**src/hdl/cpm_lbr_pkg.sv**
```systemverilog
// Shared types, constants and codes for the LU library directory walker.
`timescale 1ns / 1ps
package cpm_lbr_pkg;
    localparam int SECTOR_BYTES_DEF = 128;
    localparam int MEMBER_LIMIT_DEF = 65535;

    localparam logic [2:0] KIND_ACTIVE  = 3'd0;
    localparam logic [2:0] KIND_DELETED = 3'd1;
    localparam logic [2:0] KIND_UNUSED  = 3'd2;
    localparam logic [2:0] KIND_BAD     = 3'd3;
    localparam logic [2:0] KIND_HEADER  = 3'd4;

    localparam logic [7:0] ST_ACTIVE  = 8'h00;
    localparam logic [7:0] ST_DELETED = 8'hFE;
    localparam logic [7:0] ST_UNUSED  = 8'hFF;

    // One completed entry handed from the front end to the back end.
    typedef struct packed {
        logic [17:0] entry_index;
        logic [7:0]  status;
        logic        name_bad;
        logic [15:0] first_sector;
        logic [15:0] sector_total;
        logic [15:0] date;
        logic [15:0] tod;
        logic [7:0]  pad;
    } entry_t;

    // Back end feedback to the front end.
    typedef struct packed {
        logic        walk_end;
        logic [15:0] dir_sectors;
    } walk_fb_t;

    typedef struct packed {
        logic [17:0] entry_index;
        logic [2:0]  entry_kind;
        logic [15:0] start_sector;
        logic [15:0] sector_count;
        logic [22:0] member_bytes;
        logic        present;
        logic        has_timestamp;
        logic [32:0] timestamp_seconds;
        logic        library_done;
        logic        library_valid;
        logic [15:0] active_count;
        logic [15:0] truncated_count;
    } result_t;
endpackage

```
**src/hdl/cpm_library_directory_walker.sv**
```systemverilog
// Top level of the LU library directory walker.
//
// channel  dir  signals                       contents
// s_axis   in   tvalid tready tdata tuser     directory byte, new-library flag
// m_axis   out  tvalid tready tdata tuser     one result per 32-byte entry
// cfg      in   cfg_we cfg_wdata              library_bytes
//
// One byte per cycle while s_axis_tready is high; an entry's result then passes the queue and output registers.
// A one-entry queue separates front and back ends; an output register follows the back end.
// The last byte of an entry stalls only while that queue cannot advance.
// rst_n clears the walk state and library_bytes; bytes before a new library are dropped.
`timescale 1ns / 1ps
module cpm_library_directory_walker #(
    parameter int SECTOR_BYTES = cpm_lbr_pkg::SECTOR_BYTES_DEF,
    parameter int MEMBER_LIMIT = cpm_lbr_pkg::MEMBER_LIMIT_DEF
)
(
    input  logic         clk,
    input  logic         rst_n,
    input  logic         s_axis_tvalid,
    output logic         s_axis_tready,
    input  logic [7:0]   s_axis_tdata,   // data_byte
    input  logic         s_axis_tuser,   // new_library
    output logic         m_axis_tvalid,
    input  logic         m_axis_tready,
    // entry_index, entry_kind, start_sector, sector_count, member_bytes, present,
    // has_timestamp, timestamp_seconds, library_done, library_valid,
    // active_count, truncated_count; zero fill to 184 bits
    output logic [183:0] m_axis_tdata,
    input  logic         cfg_we,
    input  logic [31:0]  cfg_wdata
);
    logic [31:0]            lib_reg;
    cpm_lbr_pkg::walk_fb_t  fb;
    cpm_lbr_pkg::entry_t    ent;
    cpm_lbr_pkg::result_t   res;
    logic                   ent_valid, q_ready;

    always_ff @(posedge clk or negedge rst_n)
    begin
        if (!rst_n)
            lib_reg <= '0;
        else if (cfg_we)
            lib_reg <= cfg_wdata;
    end

    cpm_lbr_front u_front (
        .clk(clk), .rst_n(rst_n),
        .in_valid(s_axis_tvalid), .in_ready(s_axis_tready),
        .data_byte(s_axis_tdata), .new_library(s_axis_tuser),
        .fb(fb), .ent_valid(ent_valid), .ent_ready(q_ready), .ent(ent)
    );

    cpm_lbr_back #(.SECTOR_BYTES(SECTOR_BYTES), .MEMBER_LIMIT(MEMBER_LIMIT)) u_back (
        .clk(clk), .rst_n(rst_n),
        .ent_valid(ent_valid), .ent(ent),
        .new_walk(s_axis_tvalid && s_axis_tready && s_axis_tuser),
        .library_bytes(lib_reg), .fb(fb),
        .res_valid(m_axis_tvalid), .res_ready(m_axis_tready),
        .queue_ready(q_ready), .res(res)
    );

    assign m_axis_tdata = {5'd0, res.truncated_count, res.active_count,
        res.library_valid, res.library_done, res.timestamp_seconds,
        res.has_timestamp, res.present, res.member_bytes, res.sector_count,
        res.start_sector, res.entry_kind, res.entry_index};
endmodule

```
**src/hdl/cpm_lbr_front.sv**
```systemverilog
// Front end: collects directory bytes into entries and checks the name.
`timescale 1ns / 1ps
module cpm_lbr_front
(
    input  logic                     clk,
    input  logic                     rst_n,
    input  logic                     in_valid,
    output logic                     in_ready,
    input  logic [7:0]               data_byte,
    input  logic                     new_library,
    input  cpm_lbr_pkg::walk_fb_t    fb,
    output logic                     ent_valid,
    input  logic                     ent_ready,
    output cpm_lbr_pkg::entry_t      ent
);
    logic [4:0]  pos_reg;
    logic [17:0] num_reg;
    logic        run_reg;
    logic        ended_reg, bad_reg, nonempty_reg;
    logic [7:0]  status_reg;
    logic [15:0] first_reg, total_reg, date0_reg, date1_reg, tod0_reg, tod1_reg;
    logic [7:0]  pad_reg;
    logic        take;
    logic [4:0]  pos;
    logic        run;
    logic [17:0] num;
    logic        ended, bad, nonempty;
    logic [6:0]  c;
    logic [15:0] date_sel, tod_sel;

    // An entry completion needs room in the queue; other bytes always go.
    assign in_ready = ent_ready || !(pos_reg == 5'd31 && run_reg && !new_library);
    assign take     = in_valid && in_ready;

    always_comb
    begin
        pos = new_library ? 5'd0 : pos_reg;
        num = new_library ? 18'd0 : num_reg;
        run = new_library || (run_reg && !fb.walk_end);
        ended = ended_reg;
        bad = bad_reg;
        nonempty = nonempty_reg;
        c = data_byte[6:0];
        if (pos == 5'd0)
        begin
            ended = 1'b0;
            bad = 1'b0;
            nonempty = 1'b0;
        end
        else if (pos <= 5'd11)
        begin
            if (num == 18'd0)
            begin
                if (data_byte != 8'h20)
                    bad = 1'b1;
            end
            else
            begin
                if (pos == 5'd9)
                begin
                    if (!nonempty)
                        bad = 1'b1;
                    ended = 1'b0;
                    nonempty = 1'b0;
                end
                if (c == 7'h20)
                    ended = 1'b1;
                else if (ended || c < 7'h21 || c > 7'h7E)
                    bad = 1'b1;
                else
                    nonempty = 1'b1;
            end
        end
        date_sel = (date1_reg != 16'd0) ? date1_reg : date0_reg;
        tod_sel  = (date1_reg != 16'd0) ? tod1_reg : tod0_reg;
    end

    assign ent_valid = take && run && pos == 5'd31;
    always_comb
    begin
        ent.entry_index  = num;
        ent.status       = status_reg;
        ent.name_bad     = bad_reg;
        ent.first_sector = first_reg;
        ent.sector_total = total_reg;
        ent.date         = date_sel;
        ent.tod          = tod_sel;
        ent.pad          = pad_reg;
    end

    always_ff @(posedge clk or negedge rst_n)
    begin
        if (!rst_n)
        begin
            pos_reg <= '0;
            num_reg <= '0;
            run_reg <= 1'b0;
        end
        else
        begin
            if (fb.walk_end)
                run_reg <= 1'b0;
            if (take)
            begin
                run_reg <= run;
                if (run)
                begin
                    pos_reg <= pos + 5'd1;
                    num_reg <= (pos == 5'd31) ? num + 18'd1 : num;
                end
            end
        end
    end

    always_ff @(posedge clk)
    begin
        if (take && run)
        begin
            ended_reg <= ended;
            bad_reg <= bad;
            nonempty_reg <= nonempty;
            if (new_library)
            begin
                first_reg <= '0; total_reg <= '0; date0_reg <= '0; date1_reg <= '0;
                tod0_reg <= '0; tod1_reg <= '0; pad_reg <= '0;
            end
            unique case (pos)
                5'd0:  status_reg <= data_byte;
                5'd12: first_reg[7:0] <= data_byte;
                5'd13: first_reg[15:8] <= data_byte;
                5'd14: total_reg[7:0] <= data_byte;
                5'd15: total_reg[15:8] <= data_byte;
                5'd18: date0_reg[7:0] <= data_byte;
                5'd19: date0_reg[15:8] <= data_byte;
                5'd20: date1_reg[7:0] <= data_byte;
                5'd21: date1_reg[15:8] <= data_byte;
                5'd22: tod0_reg[7:0] <= data_byte;
                5'd23: tod0_reg[15:8] <= data_byte;
                5'd24: tod1_reg[7:0] <= data_byte;
                5'd25: tod1_reg[15:8] <= data_byte;
                5'd26: pad_reg <= data_byte;
                default: ;
            endcase
        end
    end

`ifndef NO_ASSERTIONS
    a_ent_last: assert property (@(posedge clk) disable iff (!rst_n)
        ent_valid |-> ent_ready) else $error("entry pushed into full queue");
    a_pos_wrap: assert property (@(posedge clk) disable iff (!rst_n)
        ent_valid |=> pos_reg == 5'd0) else $error("byte position did not wrap");
    a_run_stop: assert property (@(posedge clk) disable iff (!rst_n)
        fb.walk_end && !(in_valid && in_ready && new_library) |=> !run_reg)
        else $error("walk kept running after end");
`endif
endmodule

```
**src/hdl/cpm_lbr_back.sv**
```systemverilog
// Back end: classifies entries, keeps the walk totals and builds results.
`timescale 1ns / 1ps
module cpm_lbr_back #(
    parameter int SECTOR_BYTES = cpm_lbr_pkg::SECTOR_BYTES_DEF,
    parameter int MEMBER_LIMIT = cpm_lbr_pkg::MEMBER_LIMIT_DEF
)
(
    input  logic                    clk,
    input  logic                    rst_n,
    input  logic                    ent_valid,
    input  cpm_lbr_pkg::entry_t     ent,
    input  logic                    new_walk,
    input  logic [31:0]             library_bytes,
    output cpm_lbr_pkg::walk_fb_t   fb,
    output logic                    res_valid,
    input  logic                    res_ready,
    output logic                    queue_ready,
    output cpm_lbr_pkg::result_t    res
);
    localparam int SH = $clog2(SECTOR_BYTES);
    // Stage 1 register (one item queue) and stage 2 output register.
    logic                  s1_valid_reg;
    cpm_lbr_pkg::entry_t   s1_reg;
    logic [15:0]           dirs_reg;
    logic                  past_end_reg;
    logic [16:0]           active_reg;
    logic [15:0]           trunc_reg;
    logic                  seen_reg;
    logic                  end_reg;
    logic                  out_valid_reg;
    cpm_lbr_pkg::result_t  out_reg;
    logic [16:0]           days_reg;
    logic [16:0]           tod_sec_reg;
    logic                  s2_adv, s1_adv;

    logic [2:0]  kind;
    logic        fail, done, pres, hts;
    logic [15:0] cnt, start;
    logic [22:0] mbytes;
    logic [33:0] off, lib34;
    logic [7:0]  pad;
    logic [15:0] dirs_n;
    logic        past_n, seen_n;
    logic [16:0] act_n;
    logic [15:0] tr_n;
    logic [17:0] last;
    logic [4:0]  hh;
    logic [5:0]  mm;
    logic [4:0]  hv;

    assign s2_adv = !out_valid_reg || res_ready;
    assign s1_adv = s1_valid_reg && s2_adv;
    assign queue_ready = !s1_valid_reg || s2_adv;

    always_comb
    begin
        kind = cpm_lbr_pkg::KIND_BAD;
        fail = 1'b0;
        cnt = '0; start = '0; mbytes = '0; pres = 1'b0; hts = 1'b0;
        dirs_n = dirs_reg; past_n = past_end_reg; seen_n = seen_reg;
        act_n = active_reg; tr_n = trunc_reg;
        off = {18'd0, s1_reg.first_sector} << SH;
        lib34 = {2'd0, library_bytes};
        pad = (s1_reg.pad >= 8'(SECTOR_BYTES) || s1_reg.sector_total == 16'd0)
            ? 8'd0 : s1_reg.pad;
        if (s1_reg.entry_index == 18'd0)
        begin
            if (s1_reg.status == cpm_lbr_pkg::ST_ACTIVE && !s1_reg.name_bad &&
                s1_reg.first_sector == 16'd0 && s1_reg.sector_total != 16'd0 &&
                lib34 >= 34'(SECTOR_BYTES) &&
                (({18'd0, s1_reg.sector_total}) << SH) <= lib34)
            begin
                kind = cpm_lbr_pkg::KIND_HEADER;
                dirs_n = s1_reg.sector_total;
                cnt = s1_reg.sector_total;
            end
            else
                fail = 1'b1;
        end
        else if (past_end_reg)
        begin
            if (s1_reg.status == cpm_lbr_pkg::ST_UNUSED) kind = cpm_lbr_pkg::KIND_UNUSED;
            else if (s1_reg.status == cpm_lbr_pkg::ST_DELETED)
                kind = cpm_lbr_pkg::KIND_DELETED;
            else fail = 1'b1;
        end
        else if (s1_reg.status == cpm_lbr_pkg::ST_UNUSED)
        begin
            kind = cpm_lbr_pkg::KIND_UNUSED;
            past_n = 1'b1;
        end
        else if (s1_reg.status == cpm_lbr_pkg::ST_DELETED)
            kind = cpm_lbr_pkg::KIND_DELETED;
        else if (s1_reg.status != cpm_lbr_pkg::ST_ACTIVE || s1_reg.name_bad)
            fail = 1'b1;
        else if (s1_reg.sector_total != 16'd0 && s1_reg.first_sector < dirs_reg)
            fail = 1'b1;
        else
        begin
            kind = cpm_lbr_pkg::KIND_ACTIVE;
            start = s1_reg.first_sector;
            cnt = s1_reg.sector_total;
            mbytes = 23'((({7'd0, s1_reg.sector_total}) << SH) - {15'd0, pad});
            pres = s1_reg.sector_total == 16'd0 ||
                   (off <= lib34 && {11'd0, mbytes} <= lib34 - off);
            hts = s1_reg.date != 16'd0;
            act_n = active_reg + 17'd1;
            if (act_n > 17'(MEMBER_LIMIT))
                fail = 1'b1;
            else if (pres)
            begin
                if (s1_reg.sector_total != 16'd0) seen_n = 1'b1;
            end
            else
                tr_n = trunc_reg + 16'd1;
        end
        if (fail && kind != cpm_lbr_pkg::KIND_ACTIVE)
        begin
            kind = cpm_lbr_pkg::KIND_BAD;
            cnt = '0;
        end
        last = 18'(({2'd0, dirs_n} << (SH - 5)) - 18'd1);
        done = fail || (dirs_n != 16'd0 && s1_reg.entry_index >= last);
        hh = s1_reg.tod[15:11];
        mm = s1_reg.tod[10:5];
        hv = s1_reg.tod[4:0];
    end

    assign fb.walk_end = end_reg;
    assign fb.dir_sectors = dirs_reg;

    always_ff @(posedge clk or negedge rst_n)
    begin
        if (!rst_n)
        begin
            s1_valid_reg <= 1'b0;
            out_valid_reg <= 1'b0;
            dirs_reg <= '0; past_end_reg <= 1'b0; active_reg <= '0;
            trunc_reg <= '0; seen_reg <= 1'b0; end_reg <= 1'b0;
        end
        else
        begin
            end_reg <= 1'b0;
            if (s2_adv)
                out_valid_reg <= s1_valid_reg;
            if (queue_ready)
                s1_valid_reg <= ent_valid;
            if (new_walk)
            begin
                dirs_reg <= '0; past_end_reg <= 1'b0; active_reg <= '0;
                trunc_reg <= '0; seen_reg <= 1'b0;
            end
            else if (s1_adv)
            begin
                dirs_reg <= dirs_n; past_end_reg <= past_n; active_reg <= act_n;
                trunc_reg <= tr_n; seen_reg <= seen_n; end_reg <= done;
            end
        end
    end

    // The timestamp is finished in the output stage: the multiply by 86400 follows the output register.
    always_ff @(posedge clk)
    begin
        if (queue_ready && ent_valid)
            s1_reg <= ent;
        if (s1_adv)
        begin
            days_reg <= 17'd2921 + {1'b0, s1_reg.date};
            tod_sec_reg <= (hh < 5'd24 && mm < 6'd60 && hv < 5'd30) ?
                17'(hh * 17'd3600 + mm * 17'd60 + {hv, 1'b0}) : 17'd0;
            out_reg.entry_index <= s1_reg.entry_index;
            out_reg.entry_kind <= kind;
            out_reg.start_sector <= start;
            out_reg.sector_count <= cnt;
            out_reg.member_bytes <= mbytes;
            out_reg.present <= pres;
            out_reg.has_timestamp <= hts;
            out_reg.timestamp_seconds <= '0;
            out_reg.library_done <= done;
            out_reg.library_valid <= done && !fail && seen_n;
            out_reg.active_count <= act_n[16] ? 16'hFFFF : act_n[15:0];
            out_reg.truncated_count <= tr_n;
        end
    end

    always_comb
    begin
        res = out_reg;
        res.timestamp_seconds = out_reg.has_timestamp ?
            33'(days_reg * 34'd86400 + {17'd0, tod_sec_reg}) : 33'd0;
    end
    assign res_valid = out_valid_reg;

`ifndef NO_ASSERTIONS
    a_hold: assert property (@(posedge clk) disable iff (!rst_n)
        res_valid && !res_ready |=> res_valid) else $error("result dropped");
    a_valid_done: assert property (@(posedge clk) disable iff (!rst_n)
        res_valid && res.library_valid |-> res.library_done)
        else $error("verdict without done");
    a_end_pulse: assert property (@(posedge clk) disable iff (!rst_n)
        end_reg |-> $past(s1_adv)) else $error("walk end without entry");
`endif
endmodule
```
**config.mk**
```make
export PLATFORM = sky130hd
export DESIGN_NAME = cpm_library_directory_walker
export DESIGN_NICKNAME = d
export VERILOG_FILES = /design/src/hdl/cpm_lbr_pkg.sv /design/src/hdl/cpm_library_directory_walker.sv /design/src/hdl/cpm_lbr_front.sv /design/src/hdl/cpm_lbr_back.sv
export SDC_FILE = /design/constraint.sdc
export NUM_CORES = 1
export LEC_CHECK = 0
export ABC_AREA = 1
export BUFFER_PORTS_ARGS = -buffer_cell sky130_fd_sc_hd__buf_2
export CAP_MARGIN = 5
export CORE_ASPECT_RATIO = 0.75
export CORE_MARGIN = 3
export CORE_UTILIZATION = 60
export CTS_CLUSTER_DIAMETER = 120
export DETAILED_ROUTE_END_ITERATION = 10
export GPL_TIMING_DRIVEN = 0
export PLACE_DENSITY = 0.8
export SYNTH_ARGS = -nofsm -noshare
export SYNTH_HDL_FRONTEND = slang
export SYNTH_HIERARCHICAL = 1
export SYNTH_SLANG_ARGS = --single-unit
export TNS_END_PERCENT = 1
```
**constraint.sdc**
```tcl
create_clock -name clk -period 13.4 [get_ports clk]
set_input_delay 2.68 -clock clk [delete_from_list [all_inputs] [get_ports clk]]
set_output_delay 2.68 -clock clk [all_outputs]
set_load 0.005 [all_outputs]
```
==> out/results.tsv <==
stage	metric	value	unit
route	WL/cell	17.1	µm
power_and_ir_drop	Internal Power	2.36	mW
die	# rows	70	
global_routing	vias in the first global route	22200	
critical_path	Critical Path Max Stage Delay	0.51	ns
placed_design	dpl hpwl	57.3	mm
logic_synthesis	post-synthesis mux area share	0	%
global_routing	Overflow after GRT	0	
critical_path	critical path fanouts, max	4	
cells_and_area	fin area	33600	µm²
critical_path	delay-heaviest family, CP	adder cells	
logic_synthesis	most frequent cell after synthesis	nand2_1	
logic_synthesis	Synth Area in Compound Gates	6.48	%
cts	CTS H-tree lvls	2	
logic_synthesis	synthesized-area fraction occupied by and/or/nand/nor cells	22.1	%
placed_design	PortBufs	190	
die	core area	49100	µm²
route	vias post-DR	23600	
logic_synthesis	Mapped Cells	3387	
cts	Num CTS Buffers	45	
cells_and_area	Non-Filler Instances	4355	
logic_synthesis	top cell type's share of synthesized area	35.8	%
logic_synthesis	adder-cell share of the synthesized area	13.6	%
cells_and_area	layout cells sized above 1	13.4	%
global_routing	GRT Total Usage	28.0	%
power_and_ir_drop	Psw	729	µW
timing	Fin. Hold Viols	0	
cells_and_area	Final Util	68.4	%
power_and_ir_drop	Leak	16.3	nW
logic_synthesis	Synth area leader	edfxtp_1	
power_and_ir_drop	Net Sw Frac	23.6	%
logic_synthesis	Post-Synth XOR/XNOR Area	3.31	%
logic_synthesis	synth cell count leaders	726 x nand2_1, 536 x inv_1, 359 x edfxtp_1, 359 x nor2_1, 248 x ha_1	
cts	CTS max path bufs	3	
critical_path	Reg2Reg Setup Slack	8.14	ns
logic_synthesis	Post-Syn Area per Cell	8.88	µm²
critical_path	worst-path cell chain	ha_1 -> inv_1 -> fa_1 -> fa_1 -> inv_1 -> ha_1 -> inv_1 -> fa_1 -> inv_1 -> ha_1 -> a21oi_1 -> a21boi_0 -> nand3_1 -> xor2_1 -> nand2_1 -> nor2_2 -> nand3_2 -> nor2_2 -> nand4_1 -> nor2_1 -> nand2_1 -> nand2_1 -> nor2_1 -> buf_2	
cts	Clock Pin Slew Worst Setup and Hold Paths	0.07	ns
die	die width	265	µm
timing	fin crit share	63.7	%
critical_path	crit end category	primary output	
critical_path	CP arrival	5.85	ns
critical_path	reg2reg end	u_back/res[5]	
logic_synthesis	Yosys reg bits	469	
critical_path	CP bufs+invs	5	
logic_synthesis	synthesized area	30100	µm²
logic_synthesis	number of synthesized flops with an enable pin	359	
critical_path	critical path endpoint	m_axis_tdata[109]	
timing	fmax	0.117	GHz
timing	Clock Skew	0.0456	ns
die	Die Ht	200	µm
critical_path	CP Class	reg -> out	
critical_path	FF-to-FF path depth	27	
cts	CTS tree	yes	
cts	Post-CTS Resized	0	
logic_synthesis	Unique masters post-synth	67	
die	initial cell density of the core	61.2	%
worst_hold_path	Hold Crit Class	reg -> reg	
timing	post-route setup TNS	0	ns
timing	Final Worst Setup Slack	4.87	ns
global_routing	first-pass GRT wire length	117	mm
power_and_ir_drop	logic gate share of total power	6.4	%
power_and_ir_drop	clock share of power	41.8	%
power_and_ir_drop	Worst VDD drop	0.000103	V
power_and_ir_drop	sequential share of power	51.8	%
route	vias per inst	5.42	
cts	clock root buffer	clkbuf_16	
cells_and_area	Area Growth Syn to Fin	11.8	%
route	Initial DRT Pass Iterations	8	
placed_design	Post-Place Setup Slack	5.48	ns
cts	worst skew pair latency	0.61	ns
timing	Finish-stage setup viols	0	
cells_and_area	nets@finish	4009	
route	DRC viols	0	
cells_and_area	flip-flop count of the largest register after layout	112	
critical_path	critical path startpoint category	register	
run_status	status	completed	
critical_path	Critical Path RT	10.72	ns
placed_design	cell count after placement	4266	
global_routing	largest net degree at the start of global routing	96	
timing	worst slew pin tran	1.09	ns
critical_path	Crit path depth	24	
placed_design	Placed Area	32100	µm²
die	I/O Pins	232	
logic_synthesis	ys flop type	edfxtp_1	
die	Die ar.	52900	µm²
flow_run	number of max-cap violations	0	
timing	unrepaired setup endpoints after global routing	no	
critical_path	Worst path slowest cell	fa_1	
route	WL final	74.6	mm
timing	Tmin final	8.53	ns
cts	# clock sinks	469	
logic_synthesis	largest family of logic cells by synthesized area	simple AND/OR/NAND/NOR gates	
critical_path	Reg2Reg Launch Point	u_back/s1_reg[49]	
logic_synthesis	sequential cell area fraction in the yosys report	45.0	%
placed_design	Final GP Congestion	0.991	
logic_synthesis	asr flop ratio synth	23.5	%
critical_path	most used cell, CP	inv_1	
timing	Slew headroom	26.6	%
route	antenna viol nets, final	0	
cts	hold_buf cts	0	
timing	fin. max-slew vios	0	
critical_path	worst setup path start	u_back/days_reg[1]	
power_and_ir_drop	Power Density	91.8	nW/µm²
route	Starting DRT DRC Count	2731	
logic_synthesis	synth top area cells	edfxtp_1 36%, ha_1 10%, dfrtp_1 9.2%, nand2_1 9.1%, inv_1 6.7%	
logic_synthesis	Warnings, synthesis	6	
global_routing	initial antenna violation count	4	
cts	Setup Fix Bufs, Post-CTS	0	
[worst min path at each step]
stage               cells after the start                  start  slack (ns)                 to
finish                                  0  u_front/status_reg[0]        0.40  u_back/s1_reg[73]
detailed placement                      0   u_front/first_reg[7]        0.40     u_back/off[14]
floorplan                               0   u_front/first_reg[3]        0.40     u_back/off[10]
global route                            0  u_front/status_reg[0]        0.42  u_back/s1_reg[73]
CTS                                     0  u_front/status_reg[0]        0.40  u_back/s1_reg[73]
global placement                        0  u_front/status_reg[3]        0.40  u_back/s1_reg[76]
[cells in the final DEF, fill, tap and decap left out, drive strengths merged, types with 44 or more instances in the layout]
| cell | instances |
|---|---|
| nand2 | 767 |
| nor2 | 412 |
| inv | 570 |
| ha | 248 |
| nand3 | 158 |
| xor2 | 68 |
| o21ai | 146 |
| edfxtp | 359 |
| xnor2 | 44 |
| dfrtp | 110 |
| a21oi | 140 |
| fa | 50 |
| clkbuf | 88 |
| nand4 | 76 |
| buf | 260 |
[metal layers]
layer	global-route usage, %	part of all wire (%)
met5	0	0
met4	8.60	2.5
met3	6.73	11
met2	41.2	42
met1	41.4	44
[power groups by stage]
stage / combinational, mW / clock, mW / sequential (mW)
floorplan: 0.136 / 0 / 1.62
global placement: 0.186 / 0 / 1.63
detailed placement: 0.191 / 0 / 1.63
CTS: 0.193 / 1.31 / 1.60
global route: 0.220 / 1.37 / 1.60
finish: 0.197 / 1.29 / 1.60
[cells by family (layout without fill, tap and decap cells)]
group,Yosys count,after routing
flip-flops,469,469
other,3,46
XOR/XNOR,112,112
adder cells (fa/ha/maj),298,298
buffers and inverters,666,943
AND/OR/NAND/NOR,1486,1486
AO/OA/AOI/OAI,353,353
[cell type report]
cell class	instances	area, µm²
Inverter	567	2150
Clock inverter	28	293
Clock buffer	56	1230
Fill cell	3850	15500
Antenna cell	5	12.5
Timing Repair Buffer	193	1040
Multi-Input combinational cell	2290	13800
Buffer	99	697
Tap cell	648	811
Sequential cell	469	13500
[metrics by stage]
stage | hold WS (ns) | power, mW
3_3_place_gp | 0.401 | 1.81
6_report | 0.399 | 3.09
4_1_cts | 0.403 | 3.10
2_1_floorplan | 0.400 | 1.76
3_5_place_dp | 0.405 | 1.82
5_1_grt | 0.421 | 3.19
Note: power is estimated with default switching activity, not from simulation.
